`config.mk`:
```
export PLATFORM = sky130hd
export DESIGN_NAME = windowed_top_n_peak_picker
export DESIGN_NICKNAME = d
export VERILOG_FILES = /design/src/hdl/tnpp_pkg.sv /design/src/hdl/windowed_top_n_peak_picker.sv /design/src/hdl/tnpp_front.sv /design/src/hdl/tnpp_queue.sv /design/src/hdl/tnpp_back.sv
export VERILOG_INCLUDE_DIRS = /design/src /design/src/hdl
export SDC_FILE = /design/constraint.sdc
export NUM_CORES = 2
export LEC_CHECK = 0
export BUFFER_PORTS_ARGS = -buffer_cell sky130_fd_sc_hd__buf_2
export CAP_MARGIN = 20
export CORE_UTILIZATION = 40
export DETAILED_ROUTE_END_ITERATION = 7
export PLACE_DENSITY_LB_ADDON = 0.1
export SKIP_CTS_REPAIR_TIMING = 1
export SYNTH_ARGS = -nofsm -noshare
export SYNTH_HDL_FRONTEND = slang
export SYNTH_SLANG_ARGS = --single-unit
```
`constraint.sdc`:
```
create_clock -name clk -period 14.4 [get_ports clk]
set_clock_uncertainty 0.15 [all_clocks]
set_input_delay 4.32 -clock clk [delete_from_list [all_inputs] [get_ports clk]]
set_output_delay 4.32 -clock clk [all_outputs]
set_load 0.03 [all_outputs]
```
`src/hdl/windowed_top_n_peak_picker_macros.svh`:
```
// Assertion macros for the windowed top-N peak picker.
// Included by the modules that check their own logic; needs clk and arst_n in scope.
`ifndef WINDOWED_TOP_N_PEAK_PICKER_MACROS_SVH
`define WINDOWED_TOP_N_PEAK_PICKER_MACROS_SVH

// property holds on every clock edge outside reset
`define TNPP_ASSERT_ALWAYS(label, expr, msg) \
	label: assert property (@(posedge clk) disable iff (!arst_n) (expr)) else $error(msg);

// consequent holds in the same cycle as the antecedent
`define TNPP_ASSERT_IMPL(label, ante, cons, msg) \
	label: assert property (@(posedge clk) disable iff (!arst_n) (ante) |-> (cons)) \
		else $error(msg);

`endif

```
`src/hdl/tnpp_pkg.sv`:
```
// Shared types and constants of the windowed top-N peak picker.
// No dependencies; imported by every module of the block.
`timescale 1ns / 1ps
`default_nettype none

package tnpp_pkg;

	localparam int INTEN_W    = 32;
	localparam int MPW_W      = 5;
	localparam int CFG_DATA_W = 64;
	localparam int CFG_ADDR_W = 4;

	typedef enum logic [1:0] {
		F_IDLE,
		F_DIV,
		F_PUSH
	} front_state_t;

	typedef enum logic [3:0] {
		B_IDLE,
		B_FL_RD,
		B_FL_OUT,
		B_INSERT,
		B_SC_RD,
		B_SC_CMP,
		B_DECIDE,
		B_SH_RD,
		B_SH_WR,
		B_POST,
		B_EMIT
	} back_state_t;

	typedef enum logic [1:0] {
		NX_INSERT,
		NX_EMIT,
		NX_IDLE
	} flush_next_t;

	typedef struct packed {
		logic pass;
		logic last;
	} item_flags_t;

endpackage

`default_nettype wire

```
`src/hdl/windowed_top_n_peak_picker.sv`:
```
// Each peak request passes through the front end, whose restoring divider produces one
// bit of floor(mass / window_size) per cycle (pass-through skips it); the front end takes
// no new request until the last one is pushed. The back end works on its own behind a
// two-entry queue: it reads each flushed peak from the kept-peak memory over its single
// read port, writes a peak in while the window has room, and in a full window finds the
// weakest entry and shifts those behind it. Peaks must arrive in ascending mass order.
// Top level: configuration registers, front end, queue and back end. Depends on tnpp_pkg.
`timescale 1ns / 1ps
`default_nettype none

module windowed_top_n_peak_picker
	import tnpp_pkg::*;
#(
	parameter int MAX_KEEP  = 16,
	parameter int MASS_BITS = 40
) (
	input  wire logic                      clk,
	input  wire logic                      arst_n,
	input  wire logic                      psel,
	input  wire logic                      penable,
	input  wire logic                      pwrite,
	input  wire logic [CFG_ADDR_W-1:0]     paddr,
	input  wire logic [CFG_DATA_W-1:0]     pwdata,
	output logic [CFG_DATA_W-1:0]          prdata,
	output logic                           pready,
	input  wire logic                      s_tvalid,
	output logic                           s_tready,
	// mass_in, intensity_in
	input  wire logic [((MASS_BITS + INTEN_W + 7) / 8) * 8 - 1:0] s_tdata,
	input  wire logic                      s_tlast,
	output logic                           m_tvalid,
	input  wire logic                      m_tready,
	// mass_out, intensity_out
	output logic [((MASS_BITS + INTEN_W + 7) / 8) * 8 - 1:0]      m_tdata,
	output logic                           m_tlast
);

	localparam int TDATA_W = ((MASS_BITS + INTEN_W + 7) / 8) * 8;
	localparam int Q_W     = 2 * MASS_BITS + INTEN_W + 2;

	logic [MPW_W-1:0]     mpw_q;
	logic [MASS_BITS-1:0] wsize_q;
	logic                 cfg_wr;
	logic                 pass_mode;

	logic                 q_push, q_full, q_pop, q_empty;
	logic [MASS_BITS-1:0] f_mass, f_win, b_mass, b_win;
	logic [INTEN_W-1:0]   f_inten, b_inten;
	item_flags_t          f_flags, b_flags;
	logic [Q_W-1:0]       q_in, q_out;
	logic [MASS_BITS-1:0] out_mass;
	logic [INTEN_W-1:0]   out_inten;

	assign pready    = 1'b1;
	assign cfg_wr    = psel && penable && pwrite;
	assign prdata    = paddr[3] ? CFG_DATA_W'(wsize_q) : CFG_DATA_W'(mpw_q);
	assign pass_mode = (mpw_q == '0) || (wsize_q == '0);

	always_ff @(posedge clk or negedge arst_n) begin
		if (!arst_n) begin
			mpw_q   <= '0;
			wsize_q <= '0;
		end else if (cfg_wr) begin
			if (paddr[3]) begin
				wsize_q <= pwdata[MASS_BITS-1:0];
			end else begin
				mpw_q <= pwdata[MPW_W-1:0];
			end
		end
	end

	tnpp_front #(.MASS_BITS(MASS_BITS)) u_front (
		.clk         (clk),
		.arst_n      (arst_n),
		.in_valid    (s_tvalid),
		.in_ready    (s_tready),
		.in_mass     (s_tdata[MASS_BITS-1:0]),
		.in_inten    (s_tdata[MASS_BITS+INTEN_W-1:MASS_BITS]),
		.in_last     (s_tlast),
		.pass_mode   (pass_mode),
		.window_size (wsize_q),
		.q_full      (q_full),
		.q_push      (q_push),
		.q_mass      (f_mass),
		.q_inten     (f_inten),
		.q_win       (f_win),
		.q_flags     (f_flags)
	);

	assign q_in = {f_flags, f_win, f_inten, f_mass};
	assign {b_flags, b_win, b_inten, b_mass} = q_out;

	tnpp_queue #(.WIDTH(Q_W)) u_queue (
		.clk       (clk),
		.arst_n    (arst_n),
		.push      (q_push),
		.push_data (q_in),
		.full      (q_full),
		.pop       (q_pop),
		.pop_data  (q_out),
		.empty     (q_empty)
	);

	tnpp_back #(.MAX_KEEP(MAX_KEEP), .MASS_BITS(MASS_BITS)) u_back (
		.clk            (clk),
		.arst_n         (arst_n),
		.max_per_window (mpw_q),
		.q_empty        (q_empty),
		.q_pop          (q_pop),
		.q_mass         (b_mass),
		.q_inten        (b_inten),
		.q_win          (b_win),
		.q_flags        (b_flags),
		.out_valid      (m_tvalid),
		.out_ready      (m_tready),
		.out_mass       (out_mass),
		.out_inten      (out_inten),
		.out_last       (m_tlast)
	);

	assign m_tdata = TDATA_W'({out_inten, out_mass});

endmodule

`default_nettype wire

```
`src/hdl/tnpp_front.sv`:
```
// Front end: takes in peaks and computes the window index with a radix-2 divider, unless in pass-through.
// Depends on tnpp_pkg.
`timescale 1ns / 1ps
`default_nettype none

module tnpp_front
	import tnpp_pkg::*;
#(
	parameter int MASS_BITS = 40
) (
	input  wire logic                 clk,
	input  wire logic                 arst_n,
	input  wire logic                 in_valid,
	output logic                      in_ready,
	input  wire logic [MASS_BITS-1:0] in_mass,
	input  wire logic [INTEN_W-1:0]   in_inten,
	input  wire logic                 in_last,
	input  wire logic                 pass_mode,
	input  wire logic [MASS_BITS-1:0] window_size,
	input  wire logic                 q_full,
	output logic                      q_push,
	output logic [MASS_BITS-1:0]      q_mass,
	output logic [INTEN_W-1:0]        q_inten,
	output logic [MASS_BITS-1:0]      q_win,
	output item_flags_t               q_flags
);

	localparam int STEP_W = $clog2(MASS_BITS);

	front_state_t           state_q, state_d;
	logic [MASS_BITS-1:0]   mass_q;
	logic [INTEN_W-1:0]     inten_q;
	item_flags_t            flags_q;
	logic [MASS_BITS-1:0]   rem_q;
	logic [MASS_BITS-1:0]   quo_q;
	logic [STEP_W-1:0]      step_q;
	logic [MASS_BITS:0]     trial;
	logic [MASS_BITS:0]     diff;
	logic                   ge;
	logic                   div_done;

	assign trial    = {rem_q, quo_q[MASS_BITS-1]};
	assign ge       = trial >= {1'b0, window_size};
	assign diff     = trial - {1'b0, window_size};
	assign div_done = step_q == STEP_W'(MASS_BITS - 1);

	always_comb begin
		state_d = state_q;
		unique case (state_q)
			F_IDLE: begin
				if (in_valid) begin
					state_d = pass_mode ? F_PUSH : F_DIV;
				end
			end
			F_DIV: begin
				if (div_done) begin
					state_d = F_PUSH;
				end
			end
			F_PUSH: begin
				if (!q_full) begin
					state_d = F_IDLE;
				end
			end
			default: state_d = F_IDLE;
		endcase
	end

	always_comb begin
		in_ready = state_q == F_IDLE;
		q_push   = (state_q == F_PUSH) && !q_full;
		q_mass   = mass_q;
		q_inten  = inten_q;
		q_flags  = flags_q;
		q_win    = flags_q.pass ? '0 : quo_q;
	end

	always_ff @(posedge clk or negedge arst_n) begin
		if (!arst_n) begin
			state_q <= F_IDLE;
		end else begin
			state_q <= state_d;
		end
	end

	always_ff @(posedge clk) begin
		if (state_q == F_IDLE && in_valid) begin
			mass_q       <= in_mass;
			inten_q      <= in_inten;
			flags_q.pass <= pass_mode;
			flags_q.last <= in_last;
			rem_q        <= '0;
			quo_q        <= in_mass;
			step_q       <= '0;
		end else if (state_q == F_DIV) begin
			rem_q  <= ge ? diff[MASS_BITS-1:0] : trial[MASS_BITS-1:0];
			quo_q  <= {quo_q[MASS_BITS-2:0], ge};
			step_q <= step_q + 1'b1;
		end
	end

endmodule

`default_nettype wire

```
`src/hdl/tnpp_queue.sv`:
```
// Two-entry queue between the divider front end and the window back end.
// Depends on tnpp_pkg and the assertion macro header.
`timescale 1ns / 1ps
`default_nettype none
`include "windowed_top_n_peak_picker_macros.svh"

module tnpp_queue
	import tnpp_pkg::*;
#(
	parameter int WIDTH = 8
) (
	input  wire logic             clk,
	input  wire logic             arst_n,
	input  wire logic             push,
	input  wire logic [WIDTH-1:0] push_data,
	output logic                  full,
	input  wire logic             pop,
	output logic [WIDTH-1:0]      pop_data,
	output logic                  empty
);

	logic [WIDTH-1:0] entry_q [2];
	logic             wr_ptr_q;
	logic             rd_ptr_q;
	logic [1:0]       count_q;

	assign full     = count_q == 2'd2;
	assign empty    = count_q == 2'd0;
	assign pop_data = entry_q[rd_ptr_q];

	always_ff @(posedge clk or negedge arst_n) begin
		if (!arst_n) begin
			wr_ptr_q <= 1'b0;
			rd_ptr_q <= 1'b0;
			count_q  <= 2'd0;
		end else begin
			if (push) begin
				wr_ptr_q <= ~wr_ptr_q;
			end
			if (pop) begin
				rd_ptr_q <= ~rd_ptr_q;
			end
			count_q <= count_q + {1'b0, push} - {1'b0, pop};
		end
	end

	always_ff @(posedge clk) begin
		if (push) begin
			entry_q[wr_ptr_q] <= push_data;
		end
	end

	`TNPP_ASSERT_ALWAYS(a_no_overflow, !(push && full), "queue push while full")
	`TNPP_ASSERT_ALWAYS(a_no_underflow, !(pop && empty), "queue pop while empty")

endmodule

`default_nettype wire

```
`src/hdl/tnpp_back.sv`:
```
// Back end: keeps the strongest peaks of the open window in a small memory and emits them.
// Depends on tnpp_pkg and the assertion macro header.
`timescale 1ns / 1ps
`default_nettype none
`include "windowed_top_n_peak_picker_macros.svh"

module tnpp_back
	import tnpp_pkg::*;
#(
	parameter int MAX_KEEP  = 16,
	parameter int MASS_BITS = 40
) (
	input  wire logic                 clk,
	input  wire logic                 arst_n,
	input  wire logic [MPW_W-1:0]     max_per_window,
	input  wire logic                 q_empty,
	output logic                      q_pop,
	input  wire logic [MASS_BITS-1:0] q_mass,
	input  wire logic [INTEN_W-1:0]   q_inten,
	input  wire logic [MASS_BITS-1:0] q_win,
	input  wire item_flags_t          q_flags,
	output logic                      out_valid,
	input  wire logic                 out_ready,
	output logic [MASS_BITS-1:0]      out_mass,
	output logic [INTEN_W-1:0]        out_inten,
	output logic                      out_last
);

	localparam int CNT_W = $clog2(MAX_KEEP + 1);
	localparam int IDX_W = (MAX_KEEP > 1) ? $clog2(MAX_KEEP) : 1;
	localparam int LIM_W = (CNT_W > MPW_W) ? CNT_W : MPW_W;
	localparam int ENT_W = MASS_BITS + INTEN_W;

	back_state_t          state_q, state_d;
	flush_next_t          nxt_q;
	logic                 final_q;
	logic [CNT_W-1:0]     cnt_q;
	logic [CNT_W-1:0]     idx_q;
	logic [CNT_W-1:0]     weak_idx_q;
	logic [INTEN_W-1:0]   weak_int_q;
	logic [MASS_BITS-1:0] item_mass_q;
	logic [INTEN_W-1:0]   item_inten_q;
	logic [MASS_BITS-1:0] item_win_q;
	item_flags_t          item_flags_q;
	logic [MASS_BITS-1:0] cur_win_q;
	logic                 open_q;
	logic                 out_valid_q;
	logic [MASS_BITS-1:0] out_mass_q;
	logic [INTEN_W-1:0]   out_inten_q;
	logic                 out_last_q;

	logic [ENT_W-1:0]     mem [MAX_KEEP];
	logic [ENT_W-1:0]     rdata_q;
	logic [IDX_W-1:0]     raddr;
	logic                 mem_we;
	logic [IDX_W-1:0]     waddr;
	logic [ENT_W-1:0]     wdata;

	logic [LIM_W-1:0]     mpw_ext;
	logic [LIM_W-1:0]     keep_ext;
	logic [LIM_W-1:0]     cnt_ext;
	logic                 room;
	logic                 at_last;
	logic [CNT_W-1:0]     idx_inc;
	logic                 out_free;
	logic                 load_out;
	logic                 load_from_mem;
	logic                 load_last;
	logic                 change;
	logic [INTEN_W-1:0]   rd_inten;

	assign mpw_ext  = LIM_W'(max_per_window);
	assign keep_ext = LIM_W'(MAX_KEEP);
	assign cnt_ext  = LIM_W'(cnt_q);
	assign room     = cnt_ext < ((mpw_ext > keep_ext) ? keep_ext : mpw_ext);
	assign idx_inc  = idx_q + 1'b1;
	assign at_last  = idx_inc == cnt_q;
	assign out_free = !out_valid_q || out_ready;
	assign change   = open_q && (q_win != cur_win_q);
	assign rd_inten = rdata_q[INTEN_W-1:0];

	always_comb begin
		state_d = state_q;
		unique case (state_q)
			B_IDLE: begin
				if (!q_empty) begin
					if (q_flags.pass) begin
						state_d = (cnt_q != '0) ? B_FL_RD : B_EMIT;
					end else begin
						state_d = (change && cnt_q != '0) ? B_FL_RD : B_INSERT;
					end
				end
			end
			B_FL_RD: state_d = B_FL_OUT;
			B_FL_OUT: begin
				if (out_free) begin
					if (!at_last) begin
						state_d = B_FL_RD;
					end else begin
						unique case (nxt_q)
							NX_INSERT: state_d = B_INSERT;
							NX_EMIT:   state_d = B_EMIT;
							default:   state_d = B_IDLE;
						endcase
					end
				end
			end
			B_INSERT: state_d = room ? B_POST : B_SC_RD;
			B_SC_RD:  state_d = B_SC_CMP;
			B_SC_CMP: state_d = at_last ? B_DECIDE : B_SC_RD;
			B_DECIDE: state_d = (item_inten_q > weak_int_q) ? B_SH_RD : B_POST;
			B_SH_RD:  state_d = at_last ? B_POST : B_SH_WR;
			B_SH_WR:  state_d = B_SH_RD;
			B_POST:   state_d = item_flags_q.last ? B_FL_RD : B_IDLE;
			B_EMIT: begin
				if (out_free) begin
					state_d = B_IDLE;
				end
			end
			default: state_d = B_IDLE;
		endcase
	end

	always_comb begin
		q_pop         = (state_q == B_IDLE) && !q_empty;
		load_out      = 1'b0;
		load_from_mem = 1'b0;
		load_last     = 1'b0;
		raddr         = idx_q[IDX_W-1:0];
		mem_we        = 1'b0;
		waddr         = idx_q[IDX_W-1:0];
		wdata         = {item_mass_q, item_inten_q};
		unique case (state_q)
			B_FL_OUT: begin
				load_out      = out_free;
				load_from_mem = 1'b1;
				load_last     = at_last &&
					(final_q || (nxt_q == NX_INSERT && !item_flags_q.last));
			end
			B_EMIT: begin
				load_out  = out_free;
				load_last = 1'b1;
			end
			B_INSERT: begin
				mem_we = room;
				waddr  = cnt_q[IDX_W-1:0];
			end
			B_SH_RD: begin
				raddr  = idx_inc[IDX_W-1:0];
				mem_we = at_last;
			end
			B_SH_WR: begin
				mem_we = 1'b1;
				wdata  = rdata_q;
			end
			default: begin
			end
		endcase
	end

	always_ff @(posedge clk or negedge arst_n) begin
		if (!arst_n) begin
			state_q     <= B_IDLE;
			nxt_q       <= NX_IDLE;
			final_q     <= 1'b0;
			cnt_q       <= '0;
			idx_q       <= '0;
			cur_win_q   <= '0;
			open_q      <= 1'b0;
			out_valid_q <= 1'b0;
		end else begin
			state_q <= state_d;
			if (load_out) begin
				out_valid_q <= 1'b1;
			end else if (out_ready) begin
				out_valid_q <= 1'b0;
			end
			unique case (state_q)
				B_IDLE: begin
					idx_q   <= '0;
					final_q <= 1'b0;
					if (!q_empty) begin
						if (q_flags.pass) begin
							open_q <= 1'b0;
							nxt_q  <= NX_EMIT;
						end else begin
							nxt_q <= NX_INSERT;
						end
					end
				end
				B_FL_OUT: begin
					if (out_free) begin
						if (at_last) begin
							cnt_q <= '0;
						end else begin
							idx_q <= idx_inc;
						end
					end
				end
				B_INSERT: begin
					cur_win_q <= item_win_q;
					open_q    <= 1'b1;
					idx_q     <= '0;
					if (room) begin
						cnt_q <= cnt_q + 1'b1;
					end
				end
				B_SC_CMP: begin
					if (!at_last) begin
						idx_q <= idx_inc;
					end
				end
				B_DECIDE: idx_q <= weak_idx_q;
				B_SH_WR:  idx_q <= idx_inc;
				B_POST: begin
					idx_q <= '0;
					if (item_flags_q.last) begin
						open_q  <= 1'b0;
						final_q <= 1'b1;
						nxt_q   <= NX_IDLE;
					end
				end
				default: begin
				end
			endcase
		end
	end

	always_ff @(posedge clk) begin
		if (q_pop) begin
			item_mass_q  <= q_mass;
			item_inten_q <= q_inten;
			item_win_q   <= q_win;
			item_flags_q <= q_flags;
		end
		if (state_q == B_SC_CMP && (idx_q == '0 || rd_inten <= weak_int_q)) begin
			weak_idx_q <= idx_q;
			weak_int_q <= rd_inten;
		end
		if (load_out) begin
			out_mass_q  <= load_from_mem ? rdata_q[ENT_W-1:INTEN_W] : item_mass_q;
			out_inten_q <= load_from_mem ? rd_inten : item_inten_q;
			out_last_q  <= load_last;
		end
	end

	always_ff @(posedge clk) begin
		if (mem_we) begin
			mem[waddr] <= wdata;
		end
		rdata_q <= mem[raddr];
	end

	assign out_valid = out_valid_q;
	assign out_mass  = out_mass_q;
	assign out_inten = out_inten_q;
	assign out_last  = out_last_q;

	`TNPP_ASSERT_ALWAYS(a_cnt_bound, cnt_q <= CNT_W'(MAX_KEEP), "kept count above capacity")
	`TNPP_ASSERT_IMPL(a_flush_idx, state_q == B_FL_OUT, idx_q < cnt_q, "flush index past count")
	`TNPP_ASSERT_IMPL(a_scan_nonempty, state_q == B_SC_RD || state_q == B_SC_CMP,
		cnt_q != '0, "scan of empty window")

endmodule

`default_nettype wire

```
==> flow_metrics.tcl <==
set metrics [dict create \
    fin_crit_ns 9.90 \
    cts_buffers 203 \
    power_density_nw_per_um2 217 \
    tightest_slew_ns 1.14 \
    grt_usage_pct 19.7 \
    clk_latency_ns 0.84 \
    synthFlopType "edfxtp_1" \
    wl_mm 191 \
    finalInstanceArea_um2 88400 \
    place_hpwl_mm 104 \
    critical_path_class "in -> out" \
    drtIter0Drc 3064 \
    outcome "completed" \
    cts_max_level 4 \
    drc_errors 0 \
    dieHeight_um 441 \
    antenna_found_initial 8 \
    first_pass_iters 5 \
    clock-sinks 1945 \
    layout-drive-gt1-share_pct 28.4 \
    multiInputGateArea_um2 19500 \
    dr_total_vias 38301 \
    layout_common_cells "edfxtp_1 (1,717), mux4_2 (360), nand2_1 (326)" \
    fin_crit_sh_pct 68.8 \
    dpl_cell_area_um2 81500 \
    hold_class "reg -> reg" \
    synth_cell_types 79 \
    rsz0062_at_grt "false" \
    num-fill-cells 16299 \
    required_ns 9.93 \
    setup_viol_count_final 0 \
    initial_core_util_pct 40.4 \
    syn-instance-count 4150 \
    crit_arrival_ns 5.43 \
    io_pins 288 \
    syn_area_um2 77200 \
    syn_area_per_cell_um2 18.6 \
    finalHoldViolCount 0 \
    vias_per_cell 5.33 \
    slew_viol_final 0 \
    max_freq_mhz 101 \
    wl_per_cell_um 26.7 \
    num_rows 160 \
    max-slew-margin-rel_pct 23.7 \
    grt_pass1_wl_mm 277 \
    async_flop_share_pct 5.66 \
    p_leak_nw 30.5 \
    postRouteAntennaNets 0 \
    grt_max_degree 143 \
    overflow 0 \
    whs_ns 0.284 \
    crit_path_start_kind "input port" \
    ys_seq_area_share_pct 73.4 \
    place_congestion 0.778 \
    cts-root-buf "clkbuf_16" \
    port_buffers 235 \
    yosysWarnings 0 \
    dieArea_um2 195000 \
    crit_fanout 43 \
    first_global_vias 39608 \
    final_common_cell "edfxtp_1" \
    synth_seq_cells 1945 \
    clk_path_buf_depth 3 \
    cts_tree "built" \
    seq_area_um2 56700 \
    tns_ns 0 \
    max-vdd-ir-drop_v 0.000183 \
    drv_cap 0 \
    synth_edf_count 1717 \
    critPathCaptureType "primary output" \
    syn_to_final_growth_pct 14.4 \
    final_nets 4752 \
    coreArea_um2 191000 \
    clk_pin_slew_worst_paths_ns 0.06 \
    die_w_um 441 \
]
synth_stat cells (68+ instances only):
library cell     n  area, µm²
clkbuf_1        84        315
nand2_1        328       1230
ha_1           115       1440
dfrtp_1        109       2730
nor2_1         104        390
dfxtp_1        118       2360
edfxtp_1      1717      51600
mux4_2         360       8110
buf_2           68        340
a21oi_1         96        480
o21ai_0         94        470
mux2_2         305       3430
inv_1          106        398
per-layer routing:
layer  track usage, %  up-vias  routed length [µm]
met5                0        -                   0
met4             5.97        0                5230
met3             3.01      244                8100
met2             32.1      918               92700
met1             27.4    20139               85500
li1                 -    17000                   -
kinds of logic (layout without fill, tap and decap cells):
| family | Yosys count | after routing | share of synthesized area (%) |
|---|---|---|---|
| buffers and inverters | 303 | 799 | 1.74 |
| multiplexers | 678 | 678 | 15.1 |
| other | 2 | 27 | 0.00972 |
| XOR/XNOR | 93 | 93 | 1.06 |
| AO/OA/AOI/OAI | 322 | 322 | 2.58 |
| adder cells (fa/ha/maj) | 116 | 116 | 1.89 |
| AND/OR/NAND/NOR | 691 | 691 | 4.21 |
| flip-flops | 1945 | 1945 | 73.4 |
state kept, by name (all words and copies together) (netlist names), 5 cells and up:
register and cells:
u_back.item_mass_q 40, u_back.weak_int_q 32, u_back.item_win_q 40, u_back.rdata_q 72, u_queue.entry_q 228, u_back.mem 1152
u_back.cnt_ext 5, u_back.idx_q 5, u_back.cur_win_q 40, u_front.quo_q 40, u_front.rem_q 40, u_front.q_inten 32
u_back.out_inten 32, wsize_q 40, mpw_q 5, u_front.step_q 6, u_back.item_inten_q 32, u_front.q_mass 40
u_back.weak_idx_q 5, u_back.out_mass 40
metrics by stage:
step                utilization, %  setup slack [ns]  cells  power, mW
detailed placement            42.7              4.48   6793       14.1
global route                  46.3              4.42   7181       20.1
CTS                           46.3              4.47   7179       19.4
finish                        46.3              4.50   7182       19.1
global placement              42.7              4.54   6793       14.0
floorplan                        -              4.77   4173       12.2
final cells by class:
type                            instances  share of cell area (%)
Inverter                              107                   0.466
Clock inverter                         92                    1.19
Tap cell                             2511                    3.55
Sequential cell                      1945                    64.1
Clock buffer                          294                    6.54
Antenna cell                            2                 0.00566
Timing Repair Buffer                  306                    2.04
Multi-Input combinational cell       1925                    22.1
path summary, 6_finish.rpt:
path | startpoint | to | slack (ns) | cells past startpoint
max | paddr[3] | prdata[2] | 4.50 | 3
min | u_back.item_win_q[21] | u_back.cur_win_q[21] | 0.28 | 2
max reg2reg | mpw_q[4] | u_back.mem[11][28] | 9.28 | 14
min reg2reg | u_back.item_win_q[21] | u_back.cur_win_q[21] | 0.28 | 2
max in group asynchronous | arst_n | u_queue.rd_ptr_q | 9.22 | 2
min in group asynchronous | arst_n | wsize_q[22] | 3.40 | 1
critical path, cell delays in order:
cell and delay, ns:
buf_2 0.49, mux2_2 0.41, buf_2 0.18
where the power goes:
group / internal (mW) / switching (mW)
Clock: 3.13 / 2.20
Combinational: 2.34 / 3.27
Sequential: 7.66 / 0.554
Total: 13.1 / 6.02
No activity file was read; power rests on OpenSTA's default activity.
